### src/design/lrupr_pkg.sv
// ---------------------------------------------------------------------------
// lrupr_pkg
// Shared constants for the LRU page replacement block.
// ---------------------------------------------------------------------------
`default_nettype none

package lrupr_pkg;

  localparam int NUM_FRAMES_DEF = 4;
  localparam int PAGE_BITS_DEF  = 20;

  // frames_in_use register
  localparam int              CFG_W     = 3;
  localparam logic [CFG_W-1:0] CFG_RESET = 3'd3;

  // fault counters
  localparam int CNT_W = 32;

endpackage : lrupr_pkg

`default_nettype wire

### src/design/lrupr_sat_cnt.sv
// ---------------------------------------------------------------------------
// lrupr_sat_cnt
// Event counter that sticks at its all-ones value.
// ---------------------------------------------------------------------------
`default_nettype none

module lrupr_sat_cnt
  import lrupr_pkg::*;
#(
  parameter int WIDTH = CNT_W
) (
  input  wire logic             clk,
  input  wire logic             rst,
  input  wire logic             inc,
  output logic [WIDTH-1:0]      count
);

  logic [WIDTH-1:0] count_next;

  always_comb begin
    count_next = count;
    if (inc && (count != '1)) begin
      count_next = count + 1'b1;
    end
  end

  always_ff @(posedge clk) begin
    if (rst) begin
      count <= '0;
    end else begin
      count <= count_next;
    end
  end

endmodule : lrupr_sat_cnt

`default_nettype wire

### src/design/lru_page_replacement.sv
// ---------------------------------------------------------------------------
// lru_page_replacement
// Fully associative LRU frame set with hit/fault reporting.
// ---------------------------------------------------------------------------
// One page reference is taken per clock: busy stays low, and a reference
// transfers on any cycle with start high. Via the input and result
// registers its result appears on the result ports with done high for
// exactly one cycle; results come out in reference order and the
// receiver cannot stall them, so it must take every result on the cycle
// it is shown. The rate is one reference per cycle, set by a single pass
// of parallel tag compares, empty-frame and LRU selection and recency
// update between the input register and the result register. The counts
// on miss_count and replace_count include the reference being reported.
// Write frames_in_use (cfg_we/cfg_wdata) only while no reference is in
// flight; 0 acts as 1 and values above NUM_FRAMES act as NUM_FRAMES.
// ---------------------------------------------------------------------------
`default_nettype none

module lru_page_replacement
  import lrupr_pkg::*;
#(
  parameter int NUM_FRAMES = NUM_FRAMES_DEF,
  parameter int PAGE_BITS  = PAGE_BITS_DEF,
  localparam int IDX_W     = $clog2(NUM_FRAMES)
) (
  input  wire logic                 clk,
  input  wire logic                 rst,
  // reference command
  input  wire logic                 start,
  output logic                      busy,
  input  wire logic [PAGE_BITS-1:0] page_number,
  // configuration
  input  wire logic                 cfg_we,
  input  wire logic [CFG_W-1:0]     cfg_wdata,
  // result
  output logic                      done,
  output logic                      hit,
  output logic [IDX_W-1:0]          frame_index,
  output logic                      evicted_valid,
  output logic [PAGE_BITS-1:0]      evicted_page,
  output logic [CNT_W-1:0]          miss_count,
  output logic [CNT_W-1:0]          replace_count
);

  // registers
  logic [CFG_W-1:0]     frames_in_use;
  logic                 in_valid;
  logic [PAGE_BITS-1:0] in_page;
  logic [PAGE_BITS-1:0] frame_page [NUM_FRAMES];
  logic [NUM_FRAMES-1:0] valid;
  logic [IDX_W-1:0]     rank [NUM_FRAMES];
  logic [IDX_W-1:0]     rank_next [NUM_FRAMES];

  // lookup
  logic [NUM_FRAMES-1:0] act;
  logic [NUM_FRAMES-1:0] match;
  logic [NUM_FRAMES-1:0] empty;
  logic [NUM_FRAMES-1:0] lru_oh;
  logic [NUM_FRAMES-1:0] sel_oh;
  logic                  hit_any;
  logic                  has_empty;
  logic                  evict;
  logic [IDX_W-1:0]      sel_idx;
  logic [IDX_W-1:0]      sel_rank;
  logic [PAGE_BITS-1:0]  victim_page;

  assign busy = 1'b0;

  always_comb begin
    logic older;
    for (int k = 0; k < NUM_FRAMES; k++) begin
      act[k]   = (k == 0) || (k < int'(frames_in_use));
      match[k] = act[k] && valid[k] && (frame_page[k] == in_page);
      empty[k] = act[k] && !valid[k];
    end

    // the LRU frame outranks every other active frame
    for (int k = 0; k < NUM_FRAMES; k++) begin
      older = act[k];
      for (int j = 0; j < NUM_FRAMES; j++) begin
        if ((j != k) && act[j] && (rank[j] >= rank[k])) begin
          older = 1'b0;
        end
      end
      lru_oh[k] = older;
    end

    hit_any   = |match;
    has_empty = |empty;
    evict     = !hit_any && !has_empty;

    // lowest set bit wins
    if (hit_any) begin
      sel_oh = match & (~match + 1'b1);
    end else if (has_empty) begin
      sel_oh = empty & (~empty + 1'b1);
    end else begin
      sel_oh = lru_oh;
    end

    sel_idx     = '0;
    sel_rank    = '0;
    victim_page = '0;
    for (int k = 0; k < NUM_FRAMES; k++) begin
      if (sel_oh[k]) begin
        sel_idx     = sel_idx | IDX_W'(k);
        sel_rank    = sel_rank | rank[k];
        victim_page = victim_page | frame_page[k];
      end
    end

    // move selected frame to the front, age the ones ahead of it
    for (int k = 0; k < NUM_FRAMES; k++) begin
      if (sel_oh[k]) begin
        rank_next[k] = '0;
      end else if (rank[k] < sel_rank) begin
        rank_next[k] = rank[k] + 1'b1;
      end else begin
        rank_next[k] = rank[k];
      end
    end
  end

  always_ff @(posedge clk) begin
    if (rst) begin
      frames_in_use <= CFG_RESET;
      in_valid      <= 1'b0;
      valid         <= '0;
      done          <= 1'b0;
      for (int k = 0; k < NUM_FRAMES; k++) begin
        rank[k] <= IDX_W'(k);
      end
    end else begin
      if (cfg_we) begin
        frames_in_use <= cfg_wdata;
      end
      in_valid <= start && !busy;
      done     <= in_valid;
      if (in_valid) begin
        for (int k = 0; k < NUM_FRAMES; k++) begin
          rank[k] <= rank_next[k];
        end
        if (!hit_any) begin
          valid <= valid | sel_oh;
        end
      end
    end
  end

  // payload, no reset
  always_ff @(posedge clk) begin
    if (start && !busy) begin
      in_page <= page_number;
    end
    if (in_valid && !hit_any) begin
      for (int k = 0; k < NUM_FRAMES; k++) begin
        if (sel_oh[k]) begin
          frame_page[k] <= in_page;
        end
      end
    end
    if (in_valid) begin
      hit           <= hit_any;
      frame_index   <= sel_idx;
      evicted_valid <= evict;
      evicted_page  <= evict ? victim_page : '0;
    end
  end

  lrupr_sat_cnt #(
    .WIDTH (CNT_W)
  ) u_miss_cnt (
    .clk   (clk),
    .rst   (rst),
    .inc   (in_valid && !hit_any),
    .count (miss_count)
  );

  lrupr_sat_cnt #(
    .WIDTH (CNT_W)
  ) u_replace_cnt (
    .clk   (clk),
    .rst   (rst),
    .inc   (in_valid && evict),
    .count (replace_count)
  );

`ifndef SYNTHESIS
  a_done_follows_start : assert property (@(posedge clk) disable iff (rst)
    (start && !busy) |-> ##2 done)
    else $error("reference transfer produced no result");

  a_sel_most_recent : assert property (@(posedge clk) disable iff (rst)
    in_valid |=> (rank[$past(sel_idx)] == '0))
    else $error("referenced frame not most recently used");

  a_evict_is_miss : assert property (@(posedge clk) disable iff (rst)
    (done && evicted_valid) |-> !hit)
    else $error("eviction reported on a hit");

  a_result_frame_valid : assert property (@(posedge clk) disable iff (rst)
    done |-> valid[frame_index])
    else $error("result frame not valid");

  a_miss_counted : assert property (@(posedge clk) disable iff (rst)
    (done && !hit) |-> (miss_count != '0))
    else $error("fault not counted");
`endif

endmodule : lru_page_replacement

`default_nettype wire
### config.mk
export PLATFORM = sky130hd
export DESIGN_NAME = lru_page_replacement
export DESIGN_NICKNAME = d
export VERILOG_FILES = /design/src/design/lrupr_pkg.sv /design/src/design/lrupr_sat_cnt.sv /design/src/design/lru_page_replacement.sv
export SDC_FILE = /design/constraint.sdc
export NUM_CORES = 1
export LEC_CHECK = 0
export CORE_MARGIN = 8
export CORE_UTILIZATION = 50
export CTS_BUF_LIST = sky130_fd_sc_hd__clkbuf_4
export DETAILED_ROUTE_END_ITERATION = 8
export DONT_BUFFER_PORTS = 1
export GPL_TIMING_DRIVEN = 0
export SLEW_MARGIN = 20
export SYNTH_ARGS = -nofsm -noshare
export SYNTH_HDL_FRONTEND = slang
export SYNTH_SLANG_ARGS = --single-unit
### constraint.sdc
create_clock -name clk -period 7.9 [get_ports clk]
set_input_delay 0 -clock clk [delete_from_list [all_inputs] [get_ports clk]]
set_output_delay 0 -clock clk [all_outputs]
set_load 0.05 [all_outputs]
==> impl_metrics.ini, run 1 <==
[place]
dp_slack_ns = 3.14
dpl_cell_area_um2 = 10200
port_buffers = 0
place_hpwl_um = 20000
gp_congestion = 0.885

[setup_path]
cp-start-kind = flip-flop
crit_required_ns = 8.21
crit_arrival_ns = 5.15
cp_slowest_cell = nor4_1
crit_path_max_fanout = 10
critPathKind = flip-flop to flip-flop
end_kind = flip-flop
r2r_slack_ns = 3.05
cp_top_family = compound AO/OA/AOI/OAI gates
cp_num_buf_inv = 1
crit_chain = xor2_1 > nor4_1 > nand2_1 > nand4b_1 > o21bai_1 > nor2_1 > clkbuf_1 > a221oi_1 > ha_1 > o311ai_0 > a2bb2oi_1
cpPeakStageDelay_ns = 0.74

[die]
fp.coreArea_um2 = 19300
initial_core_util_pct = 50.5
io_pins = 117
fp.dieH_um = 156
core.rowCount = 51
die_x_um = 156
dieArea_um2 = 24300

[clock_network]
path_clk_slew_ns = 0.06
numCtsBuffers = 54
tritoncts = done
cts_setup_buffers = 0
cts.path.max_buffers = 3
cts_htree_levels = 2
clkLatencyLatePin_ns = 0.66
cts.sinks = 205
clock-root-buffer = clkbuf_4
cts_resized = 0

[sta]
finalCritPeriodShare_pct = 61.3
slew-limit-headroom_pct = 38.3
grt_setup_unrepaired = false
min_period_ns = 4.85
max_freq_mhz = 206
hold_viol = 0
hold_slack_ns = 0.117
finalSetupViolations = 0
layout_setup_ws_ns = 3.05
worstMarginPinSlew_ns = 0.917
tns_ns = 0
finClkSkew_ns = 0.0463
drv_slew = 0

[drt]
ant_nets = 0
routed_wirelength_um = 27900
drt-initial-drc-count = 606
drcViolationCount = 0
top_layer = met4
wl_met1_um = 12100
wl_met3_um = 1750
routedWlPerCell_um = 21.4
first_pass_iters = 6
route.met2.wl_um = 13500
via_count = 7701
vias_per_cell = 5.90

[yosys]
netlist_top_cells_area = edfxtp_1 (41%), dfxtp_1 (15%), xor2_1 (6.9%), xnor2_1 (3.5%), a22oi_1 (3.2%)
netlist.area_leader.share_pct = 40.6
synth_cell_type_count = 60
synth_nets = 933
yosysSeqAreaShare_pct = 55.6
synth_area_per_cell_um2 = 11.0
synthArstFlopShare_pct = 0
synth_warnings = 0
yosysTopAreaCell = edfxtp_1
syn_area_um2 = 9760
synth_edf_count = 132
ys_seq_elements = 205
synthFlopType = edfxtp_1
syn-instance-count = 888

[global_routing]
grt_pass1_vias = 7828
grt-ovfl-total = 0
grt_antenna_before_repair = 1
grt_start_max_net_pins = 23
grt_usage_pct = 22.9
grt_first_pass_wirelength_um = 43200

[finish]
syn_to_final_growth_pct = 16.6
post-route-util_pct = 58.9
fill_cells = 1656
nNetsFinal = 1045
finalInstanceArea_um2 = 11400
drive_above_1_share_pct = 12.0

[power_and_ir_drop]
max-vdd-ir-drop_v = 0.000139
p_leak_nw = 3.85
power.density_nw_per_um2 = 203

[outcome]
status = completed

[min_path]
hp-class = input pin to flip-flop

[run]
max_cap_viol_count = 0
-- sequential cells by signal (all words and copies together) (netlist names) --
register,flops
frame_page,80
evicted_page,20
in_page,20
valid,4
u_miss_cnt.count,32
u_replace_cnt.count,32
done,1
rank,8
hit,1
frame_index,2
frames_in_use,3
evicted_valid,1
in_valid,1
-- logic make-up (layout without fill, tap and decap cells) --
kind of cell	count (synthesis)	after routing	synth area share (%)
simple gates	300	300	16.9
flops	205	205	55.6
compound gates	177	177	11.6
xor+xnor	116	116	10.4
buf+inv	66	217	2.64
fa+ha+maj	18	18	2.31
mux	5	5	0.525
other cells	1	2	0.0384
-- placed cells by master (no fill, tap or decap), types with 4 or more instances in the layout --
cell type,n
or2_2,7
ha_1,18
clkbuf_1,31
nor3b_1,5
mux2i_1,4
o21ai_0,35
inv_1,29
nor2b_1,7
xnor2_1,39
and2_1,4
or4_1,12
and3_1,11
nand4_1,35
nor3_1,15
a22oi_1,41
clkbuf_4,86
nand3_1,22
nand2_1,38
o31ai_1,10
or3_1,23
o211ai_1,7
and4_1,5
dlygate4sd3_1,48
edfxtp_1,132
nor4_1,25
dfxtp_1,72
buf_2,9
a21oi_1,55
xor2_1,77
nor2_1,65
clkinv_1,7
-- synth_stat cells (22+ instances only) --
| cell | instances |
|---|---|
| nor2_1 | 66 |
| xnor2_1 | 39 |
| or3_1 | 23 |
| nand3_1 | 22 |
| nor4_1 | 27 |
| nand2_1 | 38 |
| nand4_1 | 35 |
| a21oi_1 | 55 |
| a22oi_1 | 41 |
| clkbuf_1 | 31 |
| xor2_1 | 77 |
| inv_1 | 29 |
| edfxtp_1 | 132 |
| o21ai_0 | 35 |
| dfxtp_1 | 73 |
-- area by class of cell --
class | count | area (um2) | share of cell area, %
clock inverters | 9 | 37.5 | 0.330
clock buffers | 86 | 646 | 5.67
well taps | 265 | 332 | 2.91
multi-input cells | 617 | 4120 | 36.2
flip-flops and latches | 205 | 5430 | 47.7
plain buffers | 37 | 149 | 1.31
inverters | 29 | 109 | 0.956
diodes | 1 | 2.50 | 0.0220
repair buffers | 56 | 563 | 4.95
-- power breakdown --
group	leakage, nW	total [W]	switching (W)	internal (W)
Sequential	1.82	0.00123	0.0000542	0.00117
Combinational	1.62	0.000184	0.000109	0.0000749
Clock	0.411	0.000905	0.000417	0.000488
-- tightest hold or removal path, stage by stage --
cell and delay [ns]:
dlygate4sd3_1 0.52, mux2i_1 0.10, nor2_1 0.10
-- worst paths after layout --
kind                                    from               end  depth (start not counted)
worst max-delay path             in_page[15]        rank[3][0]                         11
worst min-delay path            cfg_wdata[2]  frames_in_use[2]                          3
worst max register to register   in_page[15]        rank[3][0]                         11
worst min register to register      valid[2]          valid[2]                          2
-- through the flow --
step | cells | total power [W]
floorplan | 888 | 0.00134
CTS | 1303 | 0.00234
global route | 1305 | 0.00241
finish | 1305 | 0.00232
global placement | 1153 | 0.00140
detailed placement | 1160 | 0.00141
-- what timing repair did --
item,CTS,global route
hold buffers,48,1
endpoints found under the setup margin,0,0
endpoints found under the hold margin,47,1
-- routing by layer --
layer / global-route usage (%) / vias up
met2: 37.9 / 267
met1: 29.4 / 3797
li1: - / 3589
met3: 4.63 / 48
met5: 0 / -
met4: 7.53 / 0
Note: power is estimated with default switching activity, not from simulation.
==> run 2: changes to the inputs <==
- ABC_AREA: not set -> 1
- PLACE_DENSITY: not set -> 0.68
- clock period: 7.9 -> 4.3 ns (I/O delays scaled with it)
==> run 2 against run 1 <==
Effect of this change: via count grew 31%; area after synthesis is 14% higher; sequential share of layout area shrank 5.1 points; register-to-register slack lost 2.6 ns; non-clock buffer count is 13 lower; final cell count up 44%; die area increased by 12%; critical path type unchanged.
==> impl_metrics.ini, run 2 <==
[outcome]
status = completed

[die]
core.rowCount = 54
fp.dieH_um = 165
die_x_um = 165
fp.coreArea_um2 = 21800
initial_core_util_pct = 50.8
io_pins = 117
dieArea_um2 = 27200

[drt]
drt-initial-drc-count = 950
via_count = 10100
routedWlPerCell_um = 18.3
first_pass_iters = 6
drcViolationCount = 0
routed_wirelength_um = 34400
vias_per_cell = 5.39
ant_nets = 0

[global_routing]
grt_usage_pct = 25.3
use_met1_pct = 31.4
gr-max-usage-layer = met2
met3_usage_pct = 6.41
grt_first_pass_wirelength_um = 53100
use_met2_pct = 41.6
grt_pass1_vias = 9970
grt_antenna_before_repair = 1
grt_start_max_net_pins = 22
grt-ovfl-total = 0

[yosys]
ys_seq_elements = 205
syn-instance-count = 1443
netlist_top_cells_area = edfxtp_1 (36%), nand2_1 (15%), dfxtp_1 (13%), inv_1 (6.5%), nor2_1 (5.9%)
synthArstFlopShare_pct = 0
synth_nets = 1488
netlist.area_leader.share_pct = 35.7
yosysTopAreaCell = edfxtp_1
synth_area_per_cell_um2 = 7.68
yosysSeqAreaShare_pct = 48.9
synthFlopType = edfxtp_1
yosysMostFrequentCell = nand2_1
syn_area_um2 = 11100
synth_commonest_cells = nand2_1 (452), inv_1 (192), nor2_1 (173)
synth_edf_count = 132
synth_warnings = 0
synth_cell_type_count = 44

[sta]
max_freq_mhz = 259
drv_slew = 0
worstMarginPinSlew_ns = 1.05
finClkSkew_ns = 0.0489
slew-limit-headroom_pct = 30.1
min_period_ns = 3.87
grt_setup_unrepaired = false
finalSetupViolations = 0
finalCritPeriodShare_pct = 89.9
hold_viol = 0

[power_and_ir_drop]
max-vdd-ir-drop_v = 0.000220
power_w = 0.00441
p_leak_nw = 5.42
power.density_nw_per_um2 = 347

[finish]
largestRegisters = frame_page (80), u_miss_cnt.count (32), u_replace_cnt.count (32)
final_cell_mix = nand2_1 (452), inv_1 (192), nor2_1 (170), edfxtp_1 (132), a21oi_1 (90)
post-route-util_pct = 58.4
fin_cells = 1877
largest-register = frame_page
drive_above_1_share_pct = 8.28
largest_register_ffs = 80
layout_commonest_cell = nand2_1
syn_to_final_growth_pct = 14.9
fill_cells = 2037
nNetsFinal = 1596

[setup_path]
crit_arrival_ns = 4.25
crit_required_ns = 4.68
r2r_slack_ns = 0.43
path_common_cell = nand2_1
crit_path_max_fanout = 10
cp-start-kind = flip-flop
cpPeakStageDelay_ns = 0.58
critPathKind = flip-flop to flip-flop
crit_chain = inv_1 > nand2_1 > o21ai_0 > nor2_1 > nand2_1 > nor2_1 > nand3_1 > nand3_1 > nand2_1 > nand2_1 > inv_1 > buf_2 > a221oi_1 > ha_1 > nand2_1 > nand2_1 > nand2_1 > nand2_1 > nand2_1
cp_slowest_cell = edfxtp_1
end_kind = flip-flop

[clock_network]
path_clk_slew_ns = 0.08
cts.sinks = 205
cts.path.max_buffers = 3
cts_htree_levels = 2
numCtsBuffers = 53
clock-root-buffer = clkbuf_4
tritoncts = done
cts_setup_buffers = 0
clkLatencyLatePin_ns = 0.69

[place]
port_buffers = 0
place_hpwl_um = 25700
gp_congestion = 1.00
dp_cells = 1725

[min_path]
hp-class = input pin to flip-flop

[run]
max_cap_viol_count = 0
-- run 2: cell families after synthesis --
group / count (synthesis) / synth area share, %
other: 1 / 0.0338
flip-flops: 205 / 48.9
XOR/XNOR: 32 / 2.53
adder cells (fa/ha/maj): 18 / 2.03
AND/OR/NAND/NOR: 786 / 29.7
buffers and inverters: 227 / 8.08
AO/OA/AOI/OAI: 174 / 8.65
-- run 2: final cells by class --
class / count / area (um2) / share of cell area, %
Sequential cell: 205 / 5430 / 42.6
Multi-Input combinational cell: 1011 / 4790 / 37.6
Inverter: 200 / 758 / 5.95
Timing Repair Buffer: 53 / 563 / 4.42
Clock buffer: 72 / 541 / 4.24
Tap cell: 280 / 350 / 2.75
Clock inverter: 27 / 164 / 1.29
Buffer: 27 / 139 / 1.09
Antenna cell: 2 / 5.00 / 0.0393
-- run 2: path summary, 6_finish.rpt --
kind | startpoint | depth (start not counted) | end
setup / recovery | in_page[15] | 19 | rank[2][0]
setup reg to reg | in_page[15] | 19 | rank[2][0]
hold / removal | cfg_wdata[2] | 3 | frames_in_use[2]
hold reg to reg | frames_in_use[0] | 2 | frames_in_use[0]
-- run 2: power breakdown --
group	internal (W)	switching, W	leakage [nW]
Clock	0.000906	0.000845	0.411
Sequential	0.00215	0.0000947	1.82
Combinational	0.000146	0.000271	3.19
-- run 2: metrics by stage --
stage	instance area (um2)	setup slack (ns)	TNS [ns]	hold WS, ns
after floorplan	11100	1.27	0	0.0989
after global placement	11400	-0.0775	-1.50	0.0989
after detailed placement	11500	0.304	0	0.0989
after CTS	12700	0.300	0	0.0196
after global routing	12700	0.0967	0	0.0796
final	12700	0.435	0	0.0574
-- run 2: timing repair --
| item | in CTS | in global routing |
|---|---|---|
| hold buffers | 51 | 0 |
| hold endpoints to repair | 51 | 0 |
| endpoints found under the setup margin | 0 | 8 |
| resized for setup | 0 | 2 |
-- run 2: critical path: cells and delay by family, from the launching register on --
kind / cells / cell delay, ns
AND/OR/NAND/NOR: 13 / 1.50
AO/OA/AOI/OAI: 2 / 0.68
flip-flops: 1 / 0.58
buffers and inverters: 3 / 0.48
adder cells (fa/ha/maj): 1 / 0.34
-- run 2: per-layer routing --
metal / vias to the layer above / part of all wire (%) / wire length (um)
met3: 81 / 9.3 / 3190
met1: 4637 / 42 / 14300
met5: - / 0 / 0
li1: 4966 / - / -
met2: 425 / 46 / 15900
met4: 0 / 3.0 / 1030
